[src/rtl/slo_pkg.sv]
// Shared types, constants and helpers of the stereo lo-fi effect chain.
package slo_pkg;

    localparam logic [24:0] UNITY_GAIN = 25'd16777216;
    localparam logic [17:0] PHASE_ONE  = 18'd65536;
    localparam logic [4:0]  CRUSH_FULL = 5'd16;

    typedef enum logic [2:0] {
        REG_HOLD_STEP     = 3'd0,
        REG_CRUSH_BITS    = 3'd1,
        REG_LOWPASS_ALPHA = 3'd2,
        REG_ATTACK_STEP   = 3'd3,
        REG_DECAY_STEP    = 3'd4,
        REG_SUSTAIN_LEVEL = 3'd5,
        REG_ECHO_LENGTH   = 3'd6,
        REG_ECHO_FEEDBACK = 3'd7
    } t_reg_idx;

    typedef enum logic [3:0] {
        S_CLR,
        S_IDLE,
        S_FRONT,
        S_LP1,
        S_LP2,
        S_LP3,
        S_LP4,
        S_GMUL,
        S_GRND,
        S_MIX,
        S_MIXR,
        S_ERD,
        S_EMUL,
        S_EWR,
        S_DONE
    } t_state;

    typedef enum logic [1:0] {
        G_ATTACK  = 2'd0,
        G_DECAY   = 2'd1,
        G_SUSTAIN = 2'd2
    } t_gain_stage;

    typedef struct packed {
        t_state     st;
        logic       hold_on;
        logic       latch;
        logic       crush_on;
        logic [4:0] shift;
    } t_lane_ctl;

    // Saturate a wide signed value to a Q1.15 sample.
    function automatic logic signed [15:0] sat16(input logic signed [51:0] v);
        logic signed [15:0] r;
        begin
            if (v > 52'sd32767) begin
                r = 16'sh7fff;
            end else if (v < -52'sd32768) begin
                r = 16'sh8000;
            end else begin
                r = v[15:0];
            end
            return r;
        end
    endfunction

endpackage

[src/rtl/slo_blend.sv]
// Merge stage: blends each lane toward the mono mix by MIX_AMOUNT out of 256.
module slo_blend import slo_pkg::*; #(
    parameter int MIX_AMOUNT = 0
) (
    input  logic               i_clk,
    input  t_state             i_st,
    input  logic signed [15:0] i_left,
    input  logic signed [15:0] i_right,
    output logic signed [15:0] o_left,
    output logic signed [15:0] o_right
);

    localparam int MixQ = (MIX_AMOUNT > 256) ? 256 : MIX_AMOUNT;
    localparam logic signed [26:0] KeepK = 27'(2 * (256 - MixQ));
    localparam logic signed [26:0] MixK  = 27'(MixQ);

    logic signed [26:0] r_num_l, r_num_r;
    logic signed [15:0] r_l, r_r;
    logic signed [26:0] sum_lr;
    logic signed [26:0] rl, rr;

    assign sum_lr = 27'(i_left) + 27'(i_right);
    assign rl = (r_num_l + 27'sd256) >>> 9;
    assign rr = (r_num_r + 27'sd256) >>> 9;

    always_ff @(posedge i_clk) begin
        if (i_st == S_MIX) begin
            r_num_l <= 27'(i_left) * KeepK + sum_lr * MixK;
            r_num_r <= 27'(i_right) * KeepK + sum_lr * MixK;
        end
        if (i_st == S_MIXR) begin
            if (MixQ == 0) begin
                r_l <= i_left;
                r_r <= i_right;
            end else begin
                r_l <= sat16(52'(rl));
                r_r <= sat16(52'(rr));
            end
        end
    end

    assign o_left  = r_l;
    assign o_right = r_r;

endmodule
[config.mk]
export PLATFORM = sky130hd
export DESIGN_NAME = slo_blend
export DESIGN_NICKNAME = d
export VERILOG_FILES = /design/src/rtl/slo_pkg.sv /design/src/rtl/slo_blend.sv
export SDC_FILE = /design/constraint.sdc
export NUM_CORES = 1
export LEC_CHECK = 0
export ABC_AREA = 1
export BUFFER_PORTS_ARGS = -buffer_cell sky130_fd_sc_hd__buf_2
export CAP_MARGIN = 5
export CORE_MARGIN = 4
export CORE_UTILIZATION = 30
export DETAILED_ROUTE_END_ITERATION = 8
export SLEW_MARGIN = 10
export SYNTH_ARGS = -nofsm -noshare
export SYNTH_HDL_FRONTEND = slang
export SYNTH_SLANG_ARGS = --single-unit
[constraint.sdc]
create_clock -name i_clk -period 2.65 [get_ports i_clk]
set_input_delay 0.1325 -clock i_clk [delete_from_list [all_inputs] [get_ports i_clk]]
set_output_delay 0.1325 -clock i_clk [all_outputs]
set_load 0.1 [all_outputs]
# Word level (Yosys, flattened, before mapping)
# Index checks and enable logic that the tools add are counted.
# word_totals
ff_bits,32
inputBits,37
output_inout_bits,32
elab_cells,3
# op_classes
eq_ne,1
# op_table
operator,count
"4-bit == test, second input constant",1

# Longest topological paths before layout
# logic_depth
word_depth,1
depth_mapped,3
mapped_depth_nobuf,3

# Worst setup path after synthesis
# Ideal clock, no wire load.
# synth_path
kind,input to register
startpoint,in i_st[2]
endpoint,"reg r_l[0] (netlist: o_left[0]), enable pin"
setup_ps,395
arrival_time_ps,1065
required_time_ps,2255
path_slack_ps,1190
stages,3
n_path_buf,0
path_cell_list,inv_1 -> nand2_1 -> nor2_2
# synth_via
elab_chain_cells,1
# synth_lines
element,line_no,source
from (decl),slo_blend.sv:6,"input t_state i_st,"
4-bit == test,slo_blend.sv:31,if (i_st == S_MIXR) begin
to (signal assigned),slo_blend.sv:33,r_l <= i_left;
to (signal assigned),slo_blend.sv:36,r_l <= sat16(52'(rl));
to (decl),slo_blend.sv:18,"logic signed [15:0] r_l, r_r;"
# Every way passes these cells.
# A chain may end at the register's enable or synchronous reset.

# Worst setup path after layout
# layout_path
startpoint,reg r_l[6] (netlist: o_left[6])
endpoint,out o_left[6]
# layout_rtl
element,line_no,source
to (decl),slo_blend.sv:9,"output logic signed [15:0] o_left,"
# No word-level cell between the ends.

==> impl_metrics.ini <==
[setup_path]
cp.required_ns = 2.52
start_kind = register
slowest_stage = buf_2
critPathArrivalTime_ns = 1.08
crit_buf_inv = 1
path_class = reg -> out
crit_fanout = 1
critPathMaxStageDelay_ns = 0.42
critPathTopFamily = buffers and inverters
path_cells = buf_2
crit_path_end_kind = output port

[yosys]
ys_seq_area_share_pct = 97.83
synthTopCellsByArea = edfxtp_1 98%, inv_1 0.76%, nand2_1 0.76%
ys_seq_elements = 32
synth.distinct_cells = 4
yosysTopAreaCell = edfxtp_1
synth.avg_cell_area_sq_um = 26.55
yosys_warnings = 0
syn_area_sq_um = 982.2
synth.net_count = 74
synth_top_area_share_pct = 97.83
syn_inst = 37

[power]
peakVddDrop_uv = 292.2
p_per_area_mw_per_mm2 = 574.7
totalPowerFinal_mw = 1.012
p_leak_nw = 0.7458

[clock_tree]
cts_resized = 0
clk_pin_slew_ns = 0.09
htreeDepth = 2
tritoncts = done
clkSinkCount = 32
cts_root_buf = clkbuf_4
clockBufferDepth = 2
cts_buffers = 5

[cells_and_area]
diodes = 0
fin_nets = 183
final_common_cell = buf_2
drive_gt1_share_pct = 51.70
final_cell_mix = 68 x buf_2, 32 x dlygate4sd3_1, 32 x edfxtp_1
areaGrowthSynthToFinish_pct = 79.36
final_area_sq_mm = 0.001762

[drt]
dr.max_layer_used = met4
totalWireLength_um = 2254
wl_per_cell_um = 11.80
drt-met1-wl_um = 752
wl_met3_um = 275
drc = 0
drt_first_pass_iters = 2
vias_per_cell = 3.827
dr_total_vias = 731
route.met2.wl_um = 1212
drt_iter0_drc = 13
ant_nets = 0

[hold_path]
min_path_type = in -> reg

[grt]
grt_pass1_wl_um = 3622
gr-total-overflow = 0
grt_max_degree = 18
grt_pass1_vias = 839
groute.usage.overall_pct = 11.81
antenna_found_initial = 0

[sta]
timing.hold.ws_ns = 0.3875
rsz0062_at_grt = false
tightest_slew_ns = 0.4993
fin_crit_ns = 1.217
hold_viol = 0
clock.fmax_mhz = 821.6
relSlewSlack_pct = 66.94
final-setup-viol-count = 0
slew_violations = 0
setup-tns-final_ns = 0
finalCritPeriodShare_pct = 45.93

[floorplanning]
io_pins = 69
fp-row-count = 20
die-height_um = 65.22
core-area_sq_mm = 0.003103
initial_core_util_pct = 31.65
die_w_um = 65.22
die-area_sq_mm = 0.004254

[placement]
port_buffers = 68
place_area_sq_mm = 0.001393
gp_congestion = 0.6846

[outcome]
status = completed

[job]
drv_cap = 0
-- where the power goes --
part | switching [mW] | total (mW) | leakage, nW | internal, mW
logic | 0.131 | 0.191 | 0.428 | 0.0598
clock network | 0.144 | 0.245 | 0.0269 | 0.102
registers | 0.00292 | 0.576 | 0.291 | 0.573
-- per-layer routing --
layer	vias up	track usage [%]
li1	362	-
met1	321	10.30
met2	45	21.37
met3	3	7.350
met4	0	4.663
met5	-	0
-- worst min-delay path, stage by stage --
cell and delay [ns]:
buf_2 0.09, nand2_1 0.06, nor2_2 0.04, buf_4 0.19
-- flip-flops by register name (all words and copies together) (netlist names) --
signal   count
o_left      16
o_right     16
-- Yosys cell counts (all sizes together) --
cell type  instances
edfxtp            32
inv                2
nand2              2
nor2               1
-- kinds of logic (layout without fill, tap and decap cells) --
family	Yosys count	after routing	synth area share, %
and+or+nand+nor	3	3	1.402
buffers and inverters	2	112	0.7646
DFF	32	32	97.83
-- final timing paths --
path / start / to / slack [ns] / cells after the start
setup / recovery: o_left[6]$_DFFE_PN_ / o_left[6] / 1.43 / 1
hold / removal: i_st[1] / o_right[0]$_DFFE_PN_ / 0.39 / 4
-- stage by stage --
step / utilization [%] / std cells / setup WS (ns)
4_1_cts: 56.77 / 191 / 1.393
3_3_place_gp: 44.88 / 151 / 1.681
6_report: 56.77 / 191 / 1.433
5_1_grt: 56.77 / 191 / 1.365
3_5_place_dp: 44.88 / 151 / 1.615
2_1_floorplan: - / 37 / 1.190
-- cell type report --
type | count | area, sq um
multi-input combinational | 3 | 13.76
clock inverter | 1 | 3.754
inverter | 2 | 7.507
sequential | 32 | 960.9
fill | 275 | 1341
clock buffer | 7 | 45.04
tap | 44 | 55.05
timing repair buffer | 102 | 675.6
-- repair_timing --
item,CTS,global route
hold buffers,32,0
buffers inserted,0,0
endpoints found under the hold margin,32,0
(Power assumes the default switching activity.)
