==> src/rtl/slo_pkg.sv <==
// Shared types, constants and helpers of the stereo lo-fi effect chain.
package slo_pkg;

    localparam logic [24:0] UNITY_GAIN = 25'd16777216;
    localparam logic [17:0] PHASE_ONE  = 18'd65536;
    localparam logic [4:0]  CRUSH_FULL = 5'd16;

    typedef enum logic [2:0] {
        REG_HOLD_STEP     = 3'd0,
        REG_CRUSH_BITS    = 3'd1,
        REG_LOWPASS_ALPHA = 3'd2,
        REG_ATTACK_STEP   = 3'd3,
        REG_DECAY_STEP    = 3'd4,
        REG_SUSTAIN_LEVEL = 3'd5,
        REG_ECHO_LENGTH   = 3'd6,
        REG_ECHO_FEEDBACK = 3'd7
    } t_reg_idx;

    typedef enum logic [3:0] {
        S_CLR,
        S_IDLE,
        S_FRONT,
        S_LP1,
        S_LP2,
        S_LP3,
        S_LP4,
        S_GMUL,
        S_GRND,
        S_MIX,
        S_MIXR,
        S_ERD,
        S_EMUL,
        S_EWR,
        S_DONE
    } t_state;

    typedef enum logic [1:0] {
        G_ATTACK  = 2'd0,
        G_DECAY   = 2'd1,
        G_SUSTAIN = 2'd2
    } t_gain_stage;

    typedef struct packed {
        t_state     st;
        logic       hold_on;
        logic       latch;
        logic       crush_on;
        logic [4:0] shift;
    } t_lane_ctl;

    // Saturate a wide signed value to a Q1.15 sample.
    function automatic logic signed [15:0] sat16(input logic signed [51:0] v);
        logic signed [15:0] r;
        begin
            if (v > 52'sd32767) begin
                r = 16'sh7fff;
            end else if (v < -52'sd32768) begin
                r = 16'sh8000;
            end else begin
                r = v[15:0];
            end
            return r;
        end
    endfunction

endpackage

==> src/rtl/slo_gain.sv <==
// One-shot attack/decay/sustain gain envelope shared by both lanes.
module slo_gain import slo_pkg::*; (
    input  logic        i_clk,
    input  logic        i_rst_n,
    input  logic        i_adv,
    input  logic [24:0] i_attack,
    input  logic [24:0] i_decay,
    input  logic [24:0] i_sustain,
    output logic [24:0] o_level
);

    t_gain_stage        r_stage, n_stage;
    logic        [24:0] r_level, n_level;
    logic        [24:0] sus;
    logic        [25:0] up;
    logic signed [26:0] down;

    assign sus  = (i_sustain > UNITY_GAIN) ? UNITY_GAIN : i_sustain;
    assign up   = {1'b0, r_level} + {1'b0, i_attack};
    assign down = $signed({2'b00, r_level}) - $signed({2'b00, i_decay});

    always_comb begin
        n_stage = r_stage;
        n_level = r_level;
        unique case (r_stage)
            G_ATTACK: begin
                if (up >= {1'b0, UNITY_GAIN}) begin
                    n_level = UNITY_GAIN;
                    n_stage = G_DECAY;
                end else begin
                    n_level = up[24:0];
                end
            end
            G_DECAY: begin
                if (down <= $signed({2'b00, sus})) begin
                    n_level = sus;
                    n_stage = G_SUSTAIN;
                end else begin
                    n_level = down[24:0];
                end
            end
            default: begin
                n_level = r_level;
            end
        endcase
    end

    always_ff @(posedge i_clk) begin
        if (!i_rst_n) begin
            r_stage <= G_ATTACK;
            r_level <= '0;
        end else if (i_adv) begin
            r_stage <= n_stage;
            r_level <= n_level;
        end
    end

    assign o_level = r_level;

endmodule

==> config.mk <==
export PLATFORM = sky130hd
export DESIGN_NAME = slo_gain
export DESIGN_NICKNAME = d
export VERILOG_FILES = /design/src/rtl/slo_pkg.sv /design/src/rtl/slo_gain.sv
export SDC_FILE = /design/constraint.sdc
export NUM_CORES = 1
export LEC_CHECK = 0
export CORE_UTILIZATION = 59
export DETAILED_ROUTE_END_ITERATION = 6
export DONT_BUFFER_PORTS = 1
export GPL_ROUTABILITY_DRIVEN = 0
export HOLD_SLACK_MARGIN = 0.03
export PLACE_DENSITY = 0.75
export SYNTH_ARGS = -nofsm -noshare
export SYNTH_HDL_FRONTEND = slang
export SYNTH_SLANG_ARGS = --single-unit
==> constraint.sdc <==
create_clock -name i_clk -period 6.4 [get_ports i_clk]
set_input_delay 0.96 -clock i_clk [delete_from_list [all_inputs] [get_ports i_clk]]
set_output_delay 0.96 -clock i_clk [all_outputs]
set_load 0.005 [all_outputs]
# [After elaboration in Yosys (flattened, before gate mapping)]
# Cells that the tools add are included.
[totals] input_bits=78 out_inout_bits=25 ff_bits=27
[op_classes] n_reduce_logical=4 order_cmp=3 addsub=2 eq_ne=3 n_mux=7
[ops] operator="two-way mux 25 bit" count=3
[ops] operator="one-hot mux 25 bit (2 select lines)" count=1
[ops] operator="adder 25 x 25 -> 26 bit" count=1
[ops] operator=">= comparator 26 x 25 -> 1 bit (second input constant)" count=1
[ops] operator="less-or-equal comparator 26 bit" count=1
[ops] operator="subtractor 25 x 25 -> 26 bit" count=1
[ops] operator="greater-than comparator 25 bit (second input constant)" count=1
[ops] operator="two-way mux 2 bit" count=2
[ops] operator="inequality test 2 bit (second input constant)" count=2
[ops] operator="one-hot mux 2 bit (2 select lines)" count=1
[ops] operator="AND reduction 4 bit" count=1
[ops] operator="== test 2 x 1 -> 1 bit (second input constant)" count=1
[ops] operator="logical NOT 2 bit" count=1
[ops] operator="AND reduction 2 bit" count=1
[ops] operator="nonzero test 2 bit" count=1

# [Depth between registers and ports, before layout]
# Gate-level depths: netlist of run 1.
[logic_depth] ltp_word=5 depth_mapped=22 ltp_nobuf=20

# [Least setup slack after synthesis of run 1]
# Ideal clock, no wire load.
[synth_timing] kind="input to register" start="in i_decay[0]" end="reg r_level[14] (netlist: o_level[14])" arrival_ps=4948 setup_time_ps=123 stages=18 path_slack_ps=1329 cell_sequence="ha_1 fa_1 nand2b_1 a21oi_1 o2111ai_1 a21o_1 a31oi_1 mux2i_1 a211o_1 ha_1 nand3_1 nor2_1 a41oi_1 a31o_2 a21oi_1 mux2_2 a221oi_1 nor2_1"
[synth_via] elab_chain_cells=4
[synth_rtl] element="start: declaration" line="slo_gain.sv:7" rtl="input logic [24:0] i_decay,"
[synth_rtl] element="subtractor 25 x 25 -> 26 bit (*)" line="slo_gain.sv:20" rtl="assign down = $signed({2'b00, r_level}) - $signed({2'b00, i_decay});"
[synth_rtl] element="less-or-equal comparator 26 bit" line="slo_gain.sv:35" rtl="if (down <= $signed({2'b00, sus})) begin"
[synth_rtl] element="two-way mux 25 bit (*)" line="slo_gain.sv:35"
[synth_rtl] element="one-hot mux 25 bit (2 select lines) (*)" line="slo_gain.sv:25" rtl="unique case (r_stage)"
[synth_rtl] element="end signal: assignment" line="slo_gain.sv:54" rtl="r_level <= n_level;"
[synth_rtl] element="end: declaration" line="slo_gain.sv:13" rtl="logic [24:0] r_level, n_level;"
# Every way passes the cells marked *; elsewhere a longest branch is shown, timed or not.
# A chain may end at the register's enable or synchronous reset.

# [Worst setup path in the final report of run 1]
[layout_timing] start="in i_decay[0]" end="reg r_level[4] (netlist: o_level[4])"
# The elaborated chain is that of the path after synthesis.

==> run_results.csv, run 1 <==
group,metric,value,unit
sta,achievable-frequency,183,MHz
global_route,antenna_found_initial,0,
clock_network,ctsHoldBuffers,0,
sta,slew_headroom,23.6,%
clock_network,cts-resized-gates,0,
floorplan,initial_core_util,61.3,%
clock_network,max_root_sink_buffers,2,
synth,yosys.area.top_type,"sky130_fd_sc_hd__ha_1",
detailed_routing,route.final.wire_length,13300,µm
synth,synth.yosys.warnings,0,
detailed_routing,wl_per_cell,17.8,µm
run,reported_max_cap_violation_count,0,
synth,post_synthesis_average_cell_area,7.27,µm²
floorplan,core_region_area,7810,µm²
global_route,grt.met3_usage,3.48,%
clock_network,clkLatencyLatePin,270,ps
finish,most_common_cell_after_layout_fill_and_taps_aside,"sky130_fd_sc_hd__ha_1",
critical_path,bufs_and_invs_on_worst_path,0,
finish,finish.utilization,62.6,%
clock_network,root_buffer,"sky130_fd_sc_hd__clkbuf_8",
critical_path,setup.worst_path.start_class,"primary input",
floorplan,rows,32,
place,cell_total_after_placement,744,
global_route,grt.busiest_layer,"met2",
finish,areaGrowthSynthToFinish,2.04,%
global_route,global_route.usage.met1,45.1,%
sta,report.final.hold_viol_count,0,
critical_path,timing.critical_path.max_delay_family,"compound AO/OA/AOI/OAI gates",
sta,worst_slew_pin_slew,1140,ps
critical_path,criticalPathCategory,"in -> reg",
detailed_routing,total_via_count_in_the_routed_design,4834,
synth,yosys.area.top_type_share,19.6,%
floorplan,floorplan.die.height,92.1,µm
synth,yosysUniqueCellTypes,63,
detailed_routing,dr.pass1.iters,5,
synth,synthesized_nets,814,
global_route,global_route_wire_length_before_repair,21500,µm
place,post-dp-hpwl,11000,µm
clock_network,count_of_clock_tree_sinks,27,
synth,synth_edf_count,0,
sta,slew_viol_final,0,
detailed_routing,drt_first_iter_violations,312,
finish,n_fill_cell,758,
clock_network,tritoncts,"yes",
finish,antenna-diode-count,0,
critical_path,crit_path_top_delay_cell,"sky130_fd_sc_hd__a21o_1",
power_and_ir_drop,post-layout-total-power,971,µW
critical_path,worstPathRequired,6560,ps
synth,postSynth.asyncResetShare,0,%
critical_path,cp.arrival,5620,ps
critical_path,cp-end-kind,"flop",
clock_network,cts.repair_timing.setup_buffer_count,0,
sta,final_period_minus_worst_setup_slack,5460,ps
power_and_ir_drop,power_per_cell_area,199,nW/µm²
floorplan,floorplan.io_pins,103,
synth,mappedNetlistArea,4790,µm²
detailed_routing,antenna_violation_net_count_after_detailed_routing,0,
sta,finalClockSkew,3.69,ps
sta,fin_hold_ws,584,ps
global_route,grt_start_max_net_pins,35,
finish,mostFrequentLayoutCells,"75 x sky130_fd_sc_hd__ha_1, 73 x sky130_fd_sc_hd__a21oi_1, 61 x sky130_fd_sc_hd__inv_1, 57 x sky130_fd_sc_hd__o21ai_0, 43 x sky130_fd_sc_hd__nor2_1",
synth,ys_ff_latch,27,
clock_network,clk_pin_slew,90,ps
global_route,met2_usage,48.8,%
synth,leading_register_cell_type_out_of_synthesis,"sky130_fd_sc_hd__dfxtp_1",
place,portBuffers,0,
synth,synth_sequential_area_ratio,11.3,%
floorplan,die-width,92.1,µm
run_status,run_status,"finished, final reports clean",
clock_network,ctsHtreeMaxLevel,1,
critical_path,cpPeakStageDelay,570,ps
power_and_ir_drop,static-leakage-power,0.00223,µW
sta,setup_tns,0,ps
sta,setup_repair_after_global_routing_missed_its_margin,"no",
clock_network,cts_inserted_buffers,3,
sta,final-setup-viol-count,0,
synth,syn-instance-count,659,
power_and_ir_drop,ir_worst_vdd,0.0986,mV
finish,drive_above_1_share,4.80,%
global_route,via_count_of_the_first_global_routing_pass,4465,
finish,instances_no_fill,748,
critical_path,worst-r2r-setup-slack,1160,ps
floorplan,total_die_area,8480,µm²
finish,finalNetCount,802,
detailed_routing,remaining_drc_errors,0,
critical_path,timing.critical_path.cells,"ha_1 -> fa_1 -> nand2b_1 -> a21oi_1 -> o2111ai_1 -> a21o_1 -> a31oi_1 -> mux2i_1 -> a211o_1 -> ha_1 -> nand3_1 -> nor2_1 -> nand3_1 -> o31ai_1 -> a31o_2 -> a21o_1 -> mux2_2 -> a221oi_1 -> nor2_1",
sta,period_share,85.3,%
critical_path,cp_max_fo,18,
global_route,grt_overflow,0,
global_route,grt_usage,31.3,%
synth,synth.top_cells.by_area,"sky130_fd_sc_hd__ha_1 20%, sky130_fd_sc_hd__dfxtp_1 11%, sky130_fd_sc_hd__a21oi_1 7.6%",
hold_path,hold_path.class,"reg -> reg",
detailed_routing,vias_per_cell,6.46,
[synth_stat cells (all sizes together) (14+ instances only)]
cell type	instances
nor2	43
o21ai	60
nand3	17
xnor2	21
nand2	41
dfxtp	27
a21o	14
inv	61
ha	75
a21oi	73
[metrics by stage]
stage               worst slack (ps)  cell area (µm²)
global placement                 803             4840
finish                           940             4890
detailed placement               680             4840
CTS                              962             4890
floorplan                       1330             4790
global route                     441             4890
[path summary, 6_finish.rpt]
path         depth (start not counted)         end  startpoint
max                                 19  o_level[4]  i_decay[0]
min                                  1  r_stage[1]  r_stage[1]
max reg2reg                         20  o_level[4]  o_level[0]
min reg2reg                          1  r_stage[1]  r_stage[1]
[registers in the layout, summed over array words and instances (netlist names)]
signal,count
o_level,25
r_stage,2
[power breakdown]
part | internal (µW) | switching, µW
Combinational | 270 | 380
Clock | 44.6 | 51.7
Sequential | 189 | 35.3
[metal layers]
| metal | wire, µm | vias to the layer above | share of wire [%] |
|---|---|---|---|
| li1 | - | 2408 | - |
| met1 | 6370 | 2198 | 48 |
| met2 | 5610 | 206 | 42 |
| met3 | 1020 | 22 | 7.6 |
| met4 | 316 | 0 | 2.4 |
| met5 | 0 | - | 0 |
[kinds of logic (layout without fill, tap and decap cells)]
kind of cell,Yosys count,count (layout),share of synthesized area (%)
buffers and inverters,81,68,6.87
adder cells (fa/ha/maj),77,77,20.4
flip-flops,27,27,11.3
AO/OA/AOI/OAI,231,231,30.7
multiplexers,19,19,4.31
XOR/XNOR,30,30,5.49
AND/OR/NAND/NOR,194,194,20.9
[layout make-up]
| class | instances | area (µm²) | area share, % |
|---|---|---|---|
| sequential | 27 | 541 | 11.1 |
| timing repair buffer | 3 | 22.5 | 0.461 |
| inverter | 61 | 229 | 4.69 |
| clock buffer | 4 | 45.0 | 0.922 |
| multi-input combinational | 551 | 3920 | 80.3 |
| tap | 102 | 128 | 2.61 |
No activity file was read; power rests on OpenSTA's default activity.
==> run 2: changes to the inputs <==
--- a/config.mk
+++ b/config.mk
@@ -9,6 +9,7 @@
 export DETAILED_ROUTE_END_ITERATION = 6
 export DONT_BUFFER_PORTS = 1
 export GPL_ROUTABILITY_DRIVEN = 0
+export GPL_TIMING_DRIVEN = 0
 export HOLD_SLACK_MARGIN = 0.03
 export PLACE_DENSITY = 0.75
 export SYNTH_ARGS = -nofsm -noshare
==> run_results.csv, run 2 (synthesized netlist as in run 1, its figures left out) <==
group,metric,value,unit
detailed_routing,dr.pass1.iters,5,
finish,n_fill_cell,752,
run,reported_max_cap_violation_count,0,
critical_path,criticalPathCategory,"in -> reg",
clock_network,ctsHoldBuffers,0,
detailed_routing,remaining_drc_errors,0,
clock_network,root_buffer,"sky130_fd_sc_hd__clkbuf_8",
clock_network,clk_pin_slew,90,ps
sta,setup_repair_after_global_routing_missed_its_margin,"no",
detailed_routing,route.final.wire_length,13400,µm
finish,mostFrequentLayoutCells,"75 x sky130_fd_sc_hd__ha_1, 73 x sky130_fd_sc_hd__a21oi_1, 61 x sky130_fd_sc_hd__inv_1, 57 x sky130_fd_sc_hd__o21ai_0, 43 x sky130_fd_sc_hd__nor2_1",
finish,instances_no_fill,765,
sta,setup_tns,0,ps
run_status,run_status,"finished, final reports clean",
critical_path,timing.critical_path.max_delay_family,"compound AO/OA/AOI/OAI gates",
sta,finalClockSkew,6.59,ps
critical_path,cpPeakStageDelay,660,ps
hold_path,hold_path.class,"reg -> reg",
detailed_routing,wl_per_cell,17.5,µm
sta,fin_hold_ws,541,ps
critical_path,cp_max_fo,10,
detailed_routing,total_via_count_in_the_routed_design,4925,
critical_path,worstPathRequired,6550,ps
clock_network,ctsHtreeMaxLevel,1,
global_route,global_route_wire_length_before_repair,21600,µm
floorplan,initial_core_util,61.3,%
power_and_ir_drop,ir_worst_vdd,0.0863,mV
clock_network,cts.repair_timing.setup_buffer_count,0,
power_and_ir_drop,power_per_cell_area,198,nW/µm²
sta,achievable-frequency,175,MHz
sta,worst_slew_pin_slew,849,ps
clock_network,tritoncts,"yes",
floorplan,floorplan.die.height,92.1,µm
critical_path,timing.critical_path.cells,"ha_1 -> fa_1 -> nand2b_1 -> a21oi_1 -> o2111ai_1 -> a21o_1 -> a31oi_1 -> mux2i_1 -> a211o_1 -> ha_1 -> nand3_1 -> nor2_1 -> a41oi_1 -> a31o_2 -> a21oi_1 -> clkbuf_1 -> nor2_1 -> o21ai_0 -> a21oi_1",
critical_path,critical-path-top-cell-by-count,"sky130_fd_sc_hd__a21oi_1",
place,cell_area_reported_after_detailed_placement,4920,µm²
hold_path,hold-path-cell-count,1,
place,portBuffers,0,
detailed_routing,antenna_violation_net_count_after_detailed_routing,0,
clock_network,count_of_clock_tree_sinks,27,
global_route,grt_usage,31.5,%
floorplan,rows,32,
critical_path,crit_path_top_delay_cell,"sky130_fd_sc_hd__a21oi_1",
finish,multiInputGateArea,3920,µm²
hold_path,min_delay_worst_endpoint,"r_stage[1]",
finish,largest_register_ffs,25,
finish,most_common_cell_after_layout_fill_and_taps_aside,"sky130_fd_sc_hd__ha_1",
detailed_routing,drt_first_iter_violations,254,
clock_network,cts-resized-gates,0,
floorplan,total_die_area,8480,µm²
power_and_ir_drop,static-leakage-power,0.00227,µW
hold_path,hp-start,"r_stage[1]",
floorplan,core_region_area,7810,µm²
clock_network,max_root_sink_buffers,2,
sta,slew_viol_final,0,
sta,report.final.hold_viol_count,0,
critical_path,worst-r2r-setup-slack,900,ps
critical_path,bufs_and_invs_on_worst_path,1,
sta,period_share,89.2,%
global_route,antenna_found_initial,0,
critical_path,reg2regPathDepth,20,
finish,regArea,541,µm²
finish,areaGrowthSynthToFinish,3.63,%
clock_network,cts_inserted_buffers,3,
sta,slew_headroom,43.4,%
critical_path,regToRegEndpoint,"o_level[16]",
finish,antenna-diode-count,0,
floorplan,die-width,92.1,µm
clock_network,clkLatencyLatePin,280,ps
place,cell_total_after_placement,761,
detailed_routing,vias_per_cell,6.44,
floorplan,floorplan.io_pins,103,
global_route,grt_overflow,0,
critical_path,setup.worst_path.start_class,"primary input",
sta,final_period_minus_worst_setup_slack,5710,ps
critical_path,cp.arrival,5870,ps
finish,finalNetCount,819,
finish,drive_above_1_share,5.43,%
sta,final-setup-viol-count,0,
global_route,via_count_of_the_first_global_routing_pass,4412,
place,post-dp-hpwl,11400,µm
critical_path,regToRegStartpoint,"o_level[0]",
global_route,grt_start_max_net_pins,16,
finish,final_cell_area,4960,µm²
critical_path,cp-end-kind,"flop",
## run 2: cell types whose count changed in the layout (fill, tap and decap cells not counted)
cell	before	now
sky130_fd_sc_hd__buf_4	3	1
sky130_fd_sc_hd__nor2b_2	1	0
sky130_fd_sc_hd__nor2b_1	12	13
sky130_fd_sc_hd__buf_2	0	5
sky130_fd_sc_hd__buf_6	0	2
sky130_fd_sc_hd__clkbuf_1	1	12
sky130_fd_sc_hd__clkinv_2	0	1
## run 2: how the worst max path moves through the flow
stage          startpoint          end  slack, ps  cells after the start
3_5_place_dp   i_decay[0]  o_level[16]        600                     19
4_1_cts        i_decay[0]  o_level[16]        880                     19
3_3_place_gp   i_decay[0]  o_level[20]        630                     19
2_1_floorplan  i_decay[0]  o_level[14]       1330                     18
6_report       i_decay[0]  o_level[16]        690                     19
5_1_grt        i_decay[0]  o_level[18]        370                     19
## run 2: metrics by stage
| step | power, µW | worst slack (ps) | util, % |
|---|---|---|---|
| finish | 981 | 689 | 63.6 |
| detailed placement | 874 | 599 | 63.0 |
| CTS | 970 | 881 | 63.6 |
| floorplan | 729 | 1330 | - |
| global route | 1070 | 374 | 63.6 |
| global placement | 851 | 633 | 63.0 |
## run 2: layout make-up
class	count	share of cell area, %
buffer	20	2.02
clock inverter	1	0.101
multi-input combinational	551	79.0
inverter	61	4.61
tap	102	2.57
sequential	27	10.9
clock buffer	3	0.832
## run 2: where the power goes
group	switching [µW]	leakage, µW	internal, µW
registers	35.9	0.000223	189
clock network	54.0	0.0000255	43.7
logic	379	0.00202	279
total	469	0.00227	512
## run 2: per-layer routing
metal / share of wire, % / up-vias / GRT usage [%] / wire length (µm)
li1: - / 2442 / - / -
met1: 47 / 2240 / 43.7 / 6270
met2: 43 / 219 / 50.6 / 5770
met3: 7.3 / 24 / 3.81 / 973
met5: 0 / - / 0 / 0
met4: 2.6 / 0 / 10.2 / 341
